[src/hdl/ocdrw_pkg.sv]
`default_nettype none
// ----------------------------------------------------------------------------
// ocdrw_pkg
// Shared constants for the OLED command and display RAM writer.
// ----------------------------------------------------------------------------
package ocdrw_pkg;

    localparam int PANEL_COLUMNS = 128;
    localparam int PANEL_ROWS    = 64;

    localparam int COL_W  = 7;
    localparam int PAGE_W = 3;

    localparam logic [COL_W-1:0]  MAX_COL  = COL_W'(PANEL_COLUMNS - 1);
    localparam logic [PAGE_W-1:0] MAX_PAGE = PAGE_W'(PANEL_ROWS / 8 - 1);

    // Display RAM geometry
    localparam int RAM_DEPTH = 1024;
    localparam int RAM_AW    = $clog2(RAM_DEPTH);
    localparam int RAM_DW    = 8;

    // Bus event codes
    localparam logic [1:0] OP_WRITE = 2'd0;
    localparam logic [1:0] OP_READ  = 2'd1;
    localparam logic [1:0] OP_STOP  = 2'd2;

    // Control byte bits
    localparam int CTRL_CONT_BIT = 7;
    localparam int CTRL_DATA_BIT = 6;

    // Command codes
    localparam logic [7:0] CMD_DISPLAY_OFF  = 8'hAE;
    localparam logic [7:0] CMD_DISPLAY_ON   = 8'hAF;
    localparam logic [7:0] CMD_NORMAL       = 8'hA6;
    localparam logic [7:0] CMD_INVERSE      = 8'hA7;
    localparam logic [7:0] CMD_COL_WINDOW   = 8'h21;
    localparam logic [7:0] CMD_PAGE_WINDOW  = 8'h22;
    localparam logic [7:0] CMD_ADDR_MODE    = 8'h20;
    localparam logic [7:0] CMD_CONTRAST     = 8'h81;
    localparam logic [7:0] CMD_MUX_RATIO    = 8'hA8;
    localparam logic [7:0] CMD_DISP_OFFSET  = 8'hD3;
    localparam logic [7:0] CMD_COM_PINS     = 8'hDA;
    localparam logic [7:0] CMD_CLOCK_DIV    = 8'hD5;
    localparam logic [7:0] CMD_PRECHARGE    = 8'hD9;
    localparam logic [7:0] CMD_VCOM_DESEL   = 8'hDB;
    localparam logic [7:0] CMD_CHARGE_PUMP  = 8'h8D;

endpackage
`default_nettype wire

[src/hdl/ocdrw_ram.sv]
`default_nettype none
// ----------------------------------------------------------------------------
// ocdrw_ram
// Generic single-write, single-read synchronous RAM with registered read.
// ----------------------------------------------------------------------------
module ocdrw_ram #(
    parameter int DATA_WIDTH = 8,
    parameter int DEPTH      = 1024
) (
    input  wire logic                     aclk,
    input  wire logic                     wr_en,
    input  wire logic [$clog2(DEPTH)-1:0] wr_addr,
    input  wire logic [DATA_WIDTH-1:0]    wr_data,
    input  wire logic [$clog2(DEPTH)-1:0] rd_addr,
    output logic      [DATA_WIDTH-1:0]    rd_data
);

    logic [DATA_WIDTH-1:0] mem [DEPTH];

    always_ff @(posedge aclk) begin
        if (wr_en) begin
            mem[wr_addr] <= wr_data;
        end
        rd_data <= mem[rd_addr];
    end

endmodule
`default_nettype wire

[src/hdl/oled_command_and_display_ram_writer_top.sv]
`default_nettype none
// ----------------------------------------------------------------------------
// oled_command_and_display_ram_writer_top
// Decodes OLED controller bus events (byte write, read, stop) into control,
// command and display data transactions; stores data bytes in display RAM
// with horizontal addressing inside a column/page window.
// ----------------------------------------------------------------------------
//
//  channel | dir | handshake          | payload
//  --------+-----+--------------------+-----------------------------------------
//  s_      | in  | s_valid / s_ready  | s_opcode[1:0], s_data_byte[7:0]
//  m_      | out | m_valid / m_ready  | m_acked, m_ram_written, m_write_column,
//          |     |                    | m_write_page, m_display_enabled,
//          |     |                    | m_display_inverted
//
//  One transaction per cycle while s_ready is high: decode, cursor update
//  and the RAM write all settle in the accept cycle; the result lands in
//  the output register. After reset all 1024 entries of the display RAM
//  are cleared, one entry per cycle; s_ready stays low during that pass.
//  A stalled result holds the output register; s_ready follows m_ready
//  while a result is waiting.
// ----------------------------------------------------------------------------
module oled_command_and_display_ram_writer_top
    import ocdrw_pkg::*;
(
    input  wire logic              aclk,
    input  wire logic              aresetn,

    input  wire logic              s_valid,
    output logic                   s_ready,
    input  wire logic [1:0]        s_opcode,
    input  wire logic [7:0]        s_data_byte,

    output logic                   m_valid,
    input  wire logic              m_ready,
    output logic                   m_acked,
    output logic                   m_ram_written,
    output logic [COL_W-1:0]       m_write_column,
    output logic [PAGE_W-1:0]      m_write_page,
    output logic                   m_display_enabled,
    output logic                   m_display_inverted
);

    // Which parameter byte the next command byte fills
    typedef enum logic [2:0] {
        PEND_NONE,
        PEND_COL_START,
        PEND_COL_END,
        PEND_PAGE_START,
        PEND_PAGE_END,
        PEND_SWALLOW
    } pend_t;

    // ------------------------------------------------------------------
    // Control state
    // ------------------------------------------------------------------
    logic               ctrl_expected_reg, ctrl_expected_next;
    logic               cont_flag_reg,     cont_flag_next;
    logic               data_mode_reg,     data_mode_next;
    pend_t              pend_reg,          pend_next;
    logic [COL_W-1:0]   col_start_reg,     col_start_next;
    logic [COL_W-1:0]   col_end_reg,       col_end_next;
    logic [PAGE_W-1:0]  page_start_reg,    page_start_next;
    logic [PAGE_W-1:0]  page_end_reg,      page_end_next;
    logic [COL_W-1:0]   cur_col_reg,       cur_col_next;
    logic [PAGE_W-1:0]  cur_page_reg,      cur_page_next;
    logic               disp_on_reg,       disp_on_next;
    logic               inverse_reg,       inverse_next;

    // Clear pass over the display RAM after reset
    logic               clr_active_reg;
    logic [RAM_AW-1:0]  clr_addr_reg;

    // Output register
    logic               m_valid_reg;
    logic               acked_reg;
    logic               written_reg;
    logic [COL_W-1:0]   wr_col_reg;
    logic [PAGE_W-1:0]  wr_page_reg;
    logic               disp_en_reg;
    logic               disp_inv_reg;

    logic               s_accept;
    logic               data_write;
    logic [RAM_AW-1:0]  cur_addr;
    logic               ram_we;
    logic [RAM_AW-1:0]  ram_waddr;
    logic [RAM_DW-1:0]  ram_wdata;

    assign s_ready  = !clr_active_reg && (!m_valid_reg || m_ready);
    assign s_accept = s_valid && s_ready;

    // Linear RAM address of the cursor, wrapped to the RAM depth
    assign cur_addr = RAM_AW'(cur_col_reg)
                    + RAM_AW'(RAM_AW'(cur_page_reg) * RAM_AW'(PANEL_COLUMNS));

    // ------------------------------------------------------------------
    // Event decode and next state
    // ------------------------------------------------------------------
    always_comb begin
        logic [COL_W-1:0]  col_inc;
        logic [PAGE_W-1:0] page_inc;
        logic              window_ok;

        ctrl_expected_next = ctrl_expected_reg;
        cont_flag_next     = cont_flag_reg;
        data_mode_next     = data_mode_reg;
        pend_next          = pend_reg;
        col_start_next     = col_start_reg;
        col_end_next       = col_end_reg;
        page_start_next    = page_start_reg;
        page_end_next      = page_end_reg;
        cur_col_next       = cur_col_reg;
        cur_page_next      = cur_page_reg;
        disp_on_next       = disp_on_reg;
        inverse_next       = inverse_reg;
        data_write         = 1'b0;

        col_inc   = cur_col_reg + COL_W'(1);
        page_inc  = cur_page_reg + PAGE_W'(1);
        window_ok = (col_end_reg >= col_start_reg) && (page_end_reg >= page_start_reg);

        if (s_opcode == OP_STOP) begin
            // Re-arm the control byte only; an awaited parameter stays awaited
            ctrl_expected_next = 1'b1;
        end else if (s_opcode == OP_WRITE) begin
            if (ctrl_expected_reg) begin
                cont_flag_next     = s_data_byte[CTRL_CONT_BIT];
                data_mode_next     = s_data_byte[CTRL_DATA_BIT];
                ctrl_expected_next = 1'b0;
            end else begin
                if (data_mode_reg) begin
                    // Skip the write entirely when the window is inverted
                    if (window_ok) begin
                        data_write = 1'b1;
                        if (col_inc > col_end_reg || col_inc == '0) begin
                            cur_col_next = col_start_reg;
                            if (page_inc > page_end_reg || page_inc == '0) begin
                                cur_page_next = page_start_reg;
                            end else begin
                                cur_page_next = page_inc;
                            end
                        end else begin
                            cur_col_next = col_inc;
                        end
                    end
                end else begin
                    case (pend_reg)
                        PEND_NONE: begin
                            case (s_data_byte)
                                CMD_DISPLAY_OFF: disp_on_next = 1'b0;
                                CMD_DISPLAY_ON:  disp_on_next = 1'b1;
                                CMD_NORMAL:      inverse_next = 1'b0;
                                CMD_INVERSE:     inverse_next = 1'b1;
                                CMD_COL_WINDOW:  pend_next    = PEND_COL_START;
                                CMD_PAGE_WINDOW: pend_next    = PEND_PAGE_START;
                                CMD_ADDR_MODE, CMD_CONTRAST, CMD_MUX_RATIO,
                                CMD_DISP_OFFSET, CMD_COM_PINS, CMD_CLOCK_DIV,
                                CMD_PRECHARGE, CMD_VCOM_DESEL, CMD_CHARGE_PUMP:
                                    pend_next = PEND_SWALLOW;
                                default: ;
                            endcase
                        end
                        PEND_COL_START: begin
                            col_start_next = (s_data_byte > 8'(MAX_COL))
                                           ? MAX_COL : s_data_byte[COL_W-1:0];
                            pend_next      = PEND_COL_END;
                        end
                        PEND_COL_END: begin
                            col_end_next  = (s_data_byte > 8'(MAX_COL))
                                          ? MAX_COL : s_data_byte[COL_W-1:0];
                            cur_col_next  = col_start_reg;
                            cur_page_next = page_start_reg;
                            pend_next     = PEND_NONE;
                        end
                        PEND_PAGE_START: begin
                            page_start_next = (s_data_byte > 8'(MAX_PAGE))
                                            ? MAX_PAGE : s_data_byte[PAGE_W-1:0];
                            pend_next       = PEND_PAGE_END;
                        end
                        PEND_PAGE_END: begin
                            page_end_next = (s_data_byte > 8'(MAX_PAGE))
                                          ? MAX_PAGE : s_data_byte[PAGE_W-1:0];
                            cur_col_next  = col_start_reg;
                            cur_page_next = page_start_reg;
                            pend_next     = PEND_NONE;
                        end
                        default: begin
                            // Swallowed parameter byte
                            pend_next = PEND_NONE;
                        end
                    endcase
                end
                if (cont_flag_reg) begin
                    ctrl_expected_next = 1'b1;
                end
            end
        end
    end

    // ------------------------------------------------------------------
    // Display RAM: clear pass first, then data transactions
    // ------------------------------------------------------------------
    assign ram_we    = clr_active_reg || (s_accept && data_write);
    assign ram_waddr = clr_active_reg ? clr_addr_reg : cur_addr;
    assign ram_wdata = clr_active_reg ? '0 : s_data_byte;

    ocdrw_ram #(
        .DATA_WIDTH (RAM_DW),
        .DEPTH      (RAM_DEPTH)
    ) u_display_ram (
        .aclk    (aclk),
        .wr_en   (ram_we),
        .wr_addr (ram_waddr),
        .wr_data (ram_wdata),
        .rd_addr (cur_addr),
        .rd_data ()
    );

    // ------------------------------------------------------------------
    // Registers
    // ------------------------------------------------------------------
    always_ff @(posedge aclk) begin
        if (!aresetn) begin
            ctrl_expected_reg <= 1'b1;
            cont_flag_reg     <= 1'b0;
            data_mode_reg     <= 1'b0;
            pend_reg          <= PEND_NONE;
            col_start_reg     <= '0;
            col_end_reg       <= MAX_COL;
            page_start_reg    <= '0;
            page_end_reg      <= MAX_PAGE;
            cur_col_reg       <= '0;
            cur_page_reg      <= '0;
            disp_on_reg       <= 1'b0;
            inverse_reg       <= 1'b0;
            clr_active_reg    <= 1'b1;
            clr_addr_reg      <= '0;
            m_valid_reg       <= 1'b0;
        end else begin
            // Advance the clear pass; drop it after the last entry
            if (clr_active_reg) begin
                clr_addr_reg <= clr_addr_reg + RAM_AW'(1);
                if (clr_addr_reg == RAM_AW'(RAM_DEPTH - 1)) begin
                    clr_active_reg <= 1'b0;
                end
            end

            if (s_accept) begin
                ctrl_expected_reg <= ctrl_expected_next;
                cont_flag_reg     <= cont_flag_next;
                data_mode_reg     <= data_mode_next;
                pend_reg          <= pend_next;
                col_start_reg     <= col_start_next;
                col_end_reg       <= col_end_next;
                page_start_reg    <= page_start_next;
                page_end_reg      <= page_end_next;
                cur_col_reg       <= cur_col_next;
                cur_page_reg      <= cur_page_next;
                disp_on_reg       <= disp_on_next;
                inverse_reg       <= inverse_next;
            end

            // Hold the result until taken; refill on every accepted transaction
            if (s_accept) begin
                m_valid_reg <= 1'b1;
            end else if (m_ready) begin
                m_valid_reg <= 1'b0;
            end
        end
    end

    // Result payload, no reset needed
    always_ff @(posedge aclk) begin
        if (s_accept) begin
            acked_reg    <= (s_opcode == OP_WRITE);
            written_reg  <= data_write;
            wr_col_reg   <= data_write ? cur_col_reg  : '0;
            wr_page_reg  <= data_write ? cur_page_reg : '0;
            disp_en_reg  <= disp_on_next;
            disp_inv_reg <= inverse_next;
        end
    end

    assign m_valid            = m_valid_reg;
    assign m_acked            = acked_reg;
    assign m_ram_written      = written_reg;
    assign m_write_column     = wr_col_reg;
    assign m_write_page       = wr_page_reg;
    assign m_display_enabled  = disp_en_reg;
    assign m_display_inverted = disp_inv_reg;

endmodule
`default_nettype wire

[config.mk]
export PLATFORM = sky130hd
export DESIGN_NAME = oled_command_and_display_ram_writer_top
export DESIGN_NICKNAME = d
export VERILOG_FILES = /design/src/hdl/ocdrw_pkg.sv /design/src/hdl/ocdrw_ram.sv /design/src/hdl/oled_command_and_display_ram_writer_top.sv
export SDC_FILE = /design/constraint.sdc
export NUM_CORES = 1
export LEC_CHECK = 0
export ABC_AREA = 1
export BUFFER_PORTS_ARGS = -buffer_cell sky130_fd_sc_hd__buf_2
export CORE_MARGIN = 2
export CORE_UTILIZATION = 42
export DETAILED_ROUTE_END_ITERATION = 10
export PLACE_DENSITY = 0.68
export SLEW_MARGIN = 20
export SYNTH_ARGS = -nofsm -noshare
export SYNTH_HDL_FRONTEND = slang
export SYNTH_SLANG_ARGS = --single-unit
[constraint.sdc]
create_clock -name aclk -period 4.1 [get_ports aclk]
set_input_delay 0.615 -clock aclk [delete_from_list [all_inputs] [get_ports aclk]]
set_output_delay 0.615 -clock aclk [all_outputs]
set_load 0.005 [all_outputs]
==> impl_metrics.tcl, run 1 <==
set metrics [dict create \
    drtPass1Iterations 4 \
    ys_types 34 \
    numPortBuffers 29 \
    die-area_sq_um 9720 \
    grt_max_degree 45 \
    placed_cell_area_sq_um 3960 \
    wl_per_cell_um 12.4 \
    hp-class "reg -> reg" \
    power_density_nw_per_um2 299 \
    nets 590 \
    hpwlAfterDp_mm 6.31 \
    largest_register_ffs 10 \
    synth_edf_count 14 \
    hold_viol 0 \
    dp_cells 648 \
    design_area_sq_um 4160 \
    synth_cells 523 \
    cts.sinks 64 \
    start_util 0.433 \
    syn_nets 562 \
    cp-start-kind "flop" \
    gp_congestion 0.831 \
    cts_root_buf "clkbuf_8" \
    stdcell_count 664 \
    rsz0062_at_grt "false" \
    fin_skew_ns 0.00718 \
    synthFlopType "dfxtp_1" \
    slew_viol_final 0 \
    fillers 875 \
    fin_util 0.479 \
    grt_overflow_total 0 \
    pre_cts_ws_ns 1.28 \
    ff2ff_path_depth 16 \
    min_period_over_period 0.694 \
    post_cts_buffers 0 \
    synth-seq-area-share 0.378 \
    rows 34 \
    synth-seq-cells 64 \
    grt_pass1_vias 3163 \
    internal_power_uw 953 \
    cts.repair.resized 0 \
    r2r_setup_slack_ns 1.25 \
    cts_max_path_buffers 2 \
    setup_tns_ns 0 \
    slew_headroom 0.490 \
    cap_violations 0 \
    pwr-share-comb 0.037 \
    antenna_cells 0 \
    avgViaCountPerCell 4.97 \
    core_sq_um 8680 \
    die_w_um 98.6 \
    switchingPower_uw 288 \
    fp.dieH_um 98.6 \
    crit_fanout 11 \
    vias 3297 \
    seq_power_share 0.519 \
    reg2reg_to "cur_page_reg[2]$_SDFFE_PN0P_" \
    worstPathRequired_ns 4.34 \
    postRouteAntennaNets 0 \
    clockPowerShare 0.444 \
    layout-area-overhead-vs-synth_pct 10.7 \
    run_status "completed" \
    cp.arrival_ns 3.09 \
    finalSetupViolCount 0 \
    drive_above_1_share 0.126 \
    cp-end-kind "flop" \
    power.leakage_nw 2.05 \
    drt_iter0_markers 153 \
    min_path_cells 2 \
    async_flop_share 0 \
    clk-insertion-delay-late_ns 0.35 \
    antenna_found_initial 0 \
    crit_type "reg -> reg" \
    setup_ws_ns 1.25 \
    reg2reg_from "cur_col_reg[0]$_SDFFE_PN0P_" \
    drc_errors 0 \
    max_freq_ghz 0.351 \
    worstMarginPinSlew_ns 0.763 \
    swShare 0.232 \
    grt_pass1_wl_mm 14.1 \
    holdPathEnd "clr_addr_reg[8]$_SDFFE_PN0P_" \
    min_from "clr_addr_reg[8]$_SDFFE_PN0P_" \
    grt_use_total 0.179 \
    io_pins 30 \
    htree_levels 3 \
    ys_warn_count 0 \
    wl_mm 8.24 \
    syn_area_sq_um 3760 \
    cts.clk_slew.worst_paths_ns 0.07 \
    cts_tree "built" \
    avgSynthCellArea_sq_um 7.18 \
    min_period_ns 2.85 \
    ir_drop_mv 0.207 \
    cts_buffers 9 \
    hold_buffers 0 \
]
## cell usage in the layout, fill, tap and decap left out, types with 7 or more instances in the layout
cell / count
edfxtp_1: 14
inv_1: 85
clkbuf_8: 10
o211ai_1: 10
nand3_1: 41
buf_2: 29
ha_1: 25
nor2_1: 60
nor3_1: 7
o21ai_0: 31
dfxtp_1: 50
a21oi_1: 22
nand2_1: 115
## power by group through the flow
stage / Combinational (mW) / Clock (mW) / Sequential [mW]
6_report: 0.0458 / 0.551 / 0.645
5_1_grt: 0.0521 / 0.590 / 0.645
4_1_cts: 0.0458 / 0.562 / 0.645
3_5_place_dp: 0.0456 / 0 / 0.659
3_3_place_gp: 0.0445 / 0 / 0.659
2_1_floorplan: 0.0285 / 0 / 0.659
## layer usage
layer  up-vias  share of wire  wire length [um]  global-route usage
met1      1473           0.47              3890               0.221
met5         -              0                 0                   0
met4         0          0.013               110              0.0706
li1       1751              -                 -                   -
met3         8          0.038               315              0.0376
met2        65           0.48              3920               0.306
## critical path, stage by stage, from the launching register on
cell	delay [ns]
dfxtp_1	0.47
ha_1	0.27
nand3_2	0.09
nor2_1	0.14
nand3_1	0.09
nand2_1	0.13
inv_1	0.07
ha_1	0.30
a21o_1	0.19
nor2_1	0.11
nand2_1	0.09
a21oi_2	0.29
nand2_2	0.21
nand2_1	0.10
inv_1	0.06
nor2_1	0.09
nor2_1	0.05
## worst max-delay path by stage
stage | start | end | slack, ns | cells past startpoint
after global routing | cur_col_reg[0]$_SDFFE_PN0P_ | cur_page_reg[2]$_SDFFE_PN0P_ | 0.92 | 16
after floorplan | cur_col_reg[0]$_SDFFE_PN0P_ | cur_col_reg[0]$_SDFFE_PN0P_ | 1.63 | 17
after global placement | cur_col_reg[0]$_SDFFE_PN0P_ | cur_page_reg[1]$_SDFFE_PN0P_ | 1.43 | 16
after detailed placement | cur_col_reg[0]$_SDFFE_PN0P_ | cur_page_reg[2]$_SDFFE_PN0P_ | 1.28 | 16
final | cur_col_reg[0]$_SDFFE_PN0P_ | cur_page_reg[2]$_SDFFE_PN0P_ | 1.25 | 16
after CTS | cur_col_reg[0]$_SDFFE_PN0P_ | cur_page_reg[2]$_SDFFE_PN0P_ | 1.27 | 16
## cell type report
type / instances / area [sq um] / share of cell area
clock buffers: 11 / 141 / 0.0340
well taps: 108 / 135 / 0.0325
flip-flops and latches: 64 / 1420 / 0.342
multi-input cells: 357 / 1920 / 0.462
repair buffers: 29 / 145 / 0.0349
inverters: 90 / 340 / 0.0819
clock inverters: 5 / 55.1 / 0.0132
## synthesized netlist by cell type (6+ instances only)
cell	number	area (sq um)
ha_1	25	313
nor3_1	7	35.0
edfxtp_1	14	420
inv_1	85	319
nand3b_1	6	45.0
a21oi_1	22	110
a31oi_1	6	37.5
nand3_1	41	205
o21ai_0	31	155
o211ai_1	10	75.1
nor2_1	60	225
nand2_1	115	432
dfxtp_1	50	1000
## cells by family (layout without fill, tap and decap cells)
kind of cell,Yosys count,after routing,synth area share
mux,2,2,0.00533
buf+inv,102,135,0.111
fa+ha+maj,25,25,0.0833
compound gates,74,74,0.112
xor+xnor,2,2,0.00466
flops,64,64,0.378
simple gates,254,254,0.306
## metrics by stage
step	power (mW)	hold slack (ns)
finish	1.24	0.490
global route	1.29	0.518
CTS	1.25	0.488
detailed placement	0.705	0.474
global placement	0.704	0.458
floorplan	0.687	0.443
Note: power is estimated with default switching activity, not from simulation.
==> run 2: changes to the inputs <==
PLACE_DENSITY = 0.71   (was 0.68)
clock period = 2.6 ns   (was 4.1 ns; I/O delays follow)
==> run 2 against run 1 <==
Net effect:
- worst setup slack worse by 1.1 ns
- die area is the same
- sequential power grew 58%
- global-route usage down 0.066 points
- hold slack worse by 0.16 ns
- clock power increased by 61%
- cell area increased by 2.7%
- sequential cell count stayed put
- maximum frequency increased by 17%
- power increased by 59%
- largest cell class unchanged
==> impl_metrics.tcl, run 2 (same netlist as run 1, synthesis figures left out) <==
set metrics [dict create \
    run_status "completed" \
    drtPass1Iterations 4 \
    wl_mm 8.27 \
    die-area_sq_um 9720 \
    ir_drop_mv 0.260 \
    drive_above_1_share 0.148 \
    cts_buffers 9 \
    start_util 0.433 \
    numPortBuffers 29 \
    cts.sinks 64 \
    hpwlAfterDp_mm 6.24 \
    antenna_found_initial 0 \
    grt_pass1_wl_mm 14.2 \
    wl_met2_mm 3.94 \
    min_period_over_period 0.936 \
    io_pins 30 \
    crit_fanout 6 \
    core_sq_um 8680 \
    fillers 862 \
    grt_overflow_total 0 \
    slew_viol_final 0 \
    grt_max_degree 31 \
    cp-start-kind "flop" \
    power.leakage_nw 2.09 \
    cts.clk_slew.worst_paths_ns 0.07 \
    met1Wirelength_mm 3.84 \
    holdWs_ns 0.328 \
    wl_per_cell_um 12.3 \
    layout-area-overhead-vs-synth_pct 13.7 \
    grt_use_total 0.178 \
    cts_tree "built" \
    power_density_nw_per_um2 463 \
    max_freq_ghz 0.411 \
    cts_root_buf "clkbuf_8" \
    cp-end-kind "flop" \
    cts_max_path_buffers 2 \
    hp-class "in -> reg" \
    design_area_sq_um 4270 \
    rows 34 \
    routed.top_layer "met4" \
    layout_common_cells "114 x nand2_1, 85 x inv_1, 59 x nor2_1" \
    fin_skew_ns 0.00620 \
    worstPathRequired_ns 2.85 \
    min_period_ns 2.43 \
    worstMarginPinSlew_ns 0.521 \
    placed_cell_area_sq_um 4000 \
    grt_pass1_vias 3164 \
    vias 3413 \
    setup_tns_ns 0 \
    avgViaCountPerCell 5.06 \
    drt_iter0_markers 135 \
    cp.arrival_ns 2.68 \
    dr_wl_met3_um 331 \
    postRouteAntennaNets 0 \
    largest_register_ffs 10 \
    fp.dieH_um 98.6 \
    slew_headroom 0.652 \
    crit_type "reg -> reg" \
    mostFrequentLayoutCell "nand2_1" \
    hold_viol 0 \
    finalSetupViolCount 0 \
    die_w_um 98.6 \
    gp_congestion 0.889 \
    drc_errors 0 \
    antenna_cells 0 \
    clk-insertion-delay-late_ns 0.35 \
    htree_levels 3 \
    cap_violations 0 \
    nets 600 \
]
[run 2: worst paths after layout]
kind,slack [ns],end,depth (start not counted),from
worst max-delay path,0.17,cur_page_reg[2]$_SDFFE_PN0P_,16,cur_col_reg[1]$_SDFFE_PN0P_
worst min register to register,0.49,clr_addr_reg[2]$_SDFFE_PN0P_,1,clr_addr_reg[2]$_SDFFE_PN0P_
worst max register to register,0.17,cur_page_reg[2]$_SDFFE_PN0P_,16,cur_col_reg[1]$_SDFFE_PN0P_
worst min-delay path,0.33,col_end_reg[4]$_SDFFE_PN1P_,3,s_data_byte[4]
[run 2: metrics by stage]
stage / total power [mW] / std cells / setup slack (ns) / util
6_report: 1.98 / 674 / 0.166 / 0.492
5_1_grt: 2.05 / 674 / -0.0204 / 0.492
4_1_cts: 2.00 / 669 / 0.101 / 0.484
3_5_place_dp: 1.11 / 653 / 0.118 / 0.461
3_3_place_gp: 1.11 / 653 / 0.241 / 0.461
2_1_floorplan: 1.08 / 523 / 0.131 / -
[run 2: cell type report]
type	count	area (sq um)	share of cell area
clock buffer	10	138	0.0322
clock inverter	6	67.6	0.0158
inverter	90	340	0.0797
multi-input combinational	358	1950	0.457
sequential	64	1420	0.333
tap	108	135	0.0317
timing repair buffer	38	216	0.0507
[run 2: report_power, final]
group / switching, mW / internal [mW] / total [mW]
sequential: 0.00314 / 1.01 / 1.02
combinational: 0.0504 / 0.0220 / 0.0724
clock: 0.417 / 0.471 / 0.888
total: 0.470 / 1.51 / 1.98
[run 2: worst max-delay path, stage by stage, from the launching register on]
cell and delay [ns]:
dfxtp_1 0.34, ha_2 0.21, nand3_2 0.11, nor2_4 0.12, nand3_1 0.09, nand2_2 0.08, inv_1 0.06, ha_1 0.29
a21o_1 0.18, nor2_1 0.11, nand2_1 0.12, a21oi_4 0.25, nand2_4 0.10, nand2_1 0.07, inv_1 0.06, nor2_1 0.10
nor2_1 0.06
[run 2: per-layer routing]
layer | up-vias | global-route usage
met1 | 1570 | 0.231
li1 | 1767 | -
met2 | 60 | 0.295
met4 | 0 | 0.0717
met3 | 16 | 0.0333
met5 | - | 0
[run 2: what timing repair did]
item                       in CTS  in global routing
setup buffers                   0                  4
setup endpoints to repair       0                 10
gates resized for setup         0                  7
hold buffers                    0                  0
==> run 3: changes to the inputs <==
PLACE_DENSITY = 0.68   (was 0.71)
clock period = 3.02 ns   (was 2.6 ns; I/O delays follow)
==> run 3 against run 2 <==
Net effect:
- global-route usage increased by 0.32 points
- sequential power fell by 14%
- via count down 3.3%
- die area is the same
- sequential share of layout area increased by 0.66 points
- power shrank 18%
- first-iteration DRC count decreased by 30%
- hold slack improved by 0.088 ns
- clock-buffer cell count up 4
- combinational power is 14% lower
- utilization fell by 0.95 points
- largest power group unchanged
==> impl_metrics.tcl, run 3 (same netlist as run 1, synthesis figures left out) <==
set metrics [dict create \
    run_status "completed" \
    cts.sinks 64 \
    hp-class "in -> reg" \
    io_pins 30 \
    wl_mm 8.19 \
    crit_fanout 11 \
    grt_pass1_wl_mm 14.4 \
    power.leakage_nw 2.06 \
    avgViaCountPerCell 4.95 \
    finalSetupViolCount 0 \
    use_met1 0.225 \
    grt_overflow_total 0 \
    drive_above_1_share 0.129 \
    holdPathEnd "col_end_reg[4]$_SDFFE_PN1P_" \
    ff2ff_path_depth 16 \
    cp-start-kind "flop" \
    core_sq_um 8680 \
    vias 3301 \
    min_from "s_data_byte[4]" \
    min_period_ns 2.73 \
    r2r_setup_slack_ns 0.29 \
    numPortBuffers 29 \
    power_density_nw_per_um2 389 \
    top_usage_layer "met2" \
    cp.arrival_ns 2.97 \
    fillers 880 \
    drc_errors 0 \
    slew_headroom 0.671 \
    fin_skew_ns 0.0101 \
    largest_register_ffs 10 \
    hold_viol 0 \
    ir_drop_mv 0.216 \
    rsz0062_at_grt "false" \
    use_met2 0.306 \
    grt_max_degree 26 \
    postRouteAntennaNets 0 \
    use_met3 0.0404 \
    min_path_cells 3 \
    worstPathRequired_ns 3.26 \
    layout_common_cells "115 x nand2_1, 85 x inv_1, 60 x nor2_1" \
    holdWs_ns 0.415 \
    dp_cells 651 \
    seqCellArea_sq_um 1420 \
    crit_start "cur_col_reg[1]$_SDFFE_PN0P_" \
    cts.clk_slew.worst_paths_ns 0.07 \
    layout-area-overhead-vs-synth_pct 11.5 \
    multi_input_area_sq_um 1930 \
    antenna_cells 0 \
    post_cts_buffers 0 \
    rows 34 \
    drtPass1Iterations 4 \
    cts.repair.resized 0 \
    cts_max_path_buffers 2 \
    crit_type "reg -> reg" \
    wl_per_cell_um 12.3 \
    grt_use_total 0.182 \
    min_period_over_period 0.903 \
    htree_levels 3 \
    slew_viol_final 0 \
    worstMarginPinSlew_ns 0.493 \
    die-area_sq_um 9720 \
    drt_iter0_markers 94 \
    cap_violations 0 \
    power_mw 1.63 \
    start_util 0.433 \
    nets 593 \
    die_w_um 98.6 \
    antenna_found_initial 0 \
    max_freq_ghz 0.367 \
    cts_buffers 9 \
    grt_pass1_vias 3301 \
    fp.dieH_um 98.6 \
    gp_congestion 0.822 \
    cp-end-kind "flop" \
    mostFrequentLayoutCell "nand2_1" \
    hpwlAfterDp_mm 6.46 \
    setup_tns_ns 0 \
    clk-insertion-delay-late_ns 0.34 \
    cts_tree "built" \
    reg2reg_from "cur_col_reg[1]$_SDFFE_PN0P_" \
    stdcell_count 667 \
    reg2reg_to "cur_page_reg[2]$_SDFFE_PN0P_" \
    cts_root_buf "clkbuf_8" \
    hold_buffers 0 \
]
## run 3: routing by layer
layer / up-vias / wire (um)
li1: 1751 / -
met1: 1472 / 3850
met2: 60 / 3850
met3: 18 / 263
met4: 0 / 231
met5: - / 0
## run 3: worst max-delay path by stage
stage,to,slack (ns)
2_1_floorplan,cur_col_reg[0]$_SDFFE_PN0P_,0.55
3_3_place_gp,cur_page_reg[1]$_SDFFE_PN0P_,0.37
3_5_place_dp,cur_page_reg[2]$_SDFFE_PN0P_,0.25
4_1_cts,cur_page_reg[0]$_SDFFE_PN0P_,0.24
5_1_grt,cur_page_reg[2]$_SDFFE_PN0P_,0.03
6_report,cur_page_reg[2]$_SDFFE_PN0P_,0.29
## run 3: power by group
part	total (mW)	internal, mW	leakage [nW]	switching, mW
sequential	0.876	0.873	0.547	0.00274
clock	0.692	0.371	0.0958	0.320
combinational	0.0625	0.0190	1.42	0.0435
total	1.63	1.26	2.06	0.367
## run 3: per-stage QoR
step	util	cell area, sq um	setup WS [ns]
after floorplan	-	3760	0.551
after global placement	0.459	3980	0.374
after detailed placement	0.459	3980	0.254
after CTS	0.481	4170	0.242
after global routing	0.482	4190	0.0260
final	0.482	4190	0.293
## run 3: critical path: stages (launching register included)
cell     delay, ns
dfxtp_1       0.43
ha_2          0.26
nand3_2       0.08
nor2_1        0.13
nand3_1       0.08
nand2_1       0.13
inv_1         0.07
ha_1          0.30
nand2_1       0.09
nor2_2        0.14
nand4_1       0.18
a21oi_4       0.30
nand2_4       0.14
nand2_1       0.09
inv_1         0.06
nor2_1        0.08
nor2_1        0.06
## run 3: final cells by class
type	count	share of cell area
multi-input cells	357	0.462
repair buffers	32	0.0400
inverters	90	0.0813
clock inverters	2	0.00329
flip-flops and latches	64	0.340
well taps	108	0.0323
clock buffers	14	0.0415
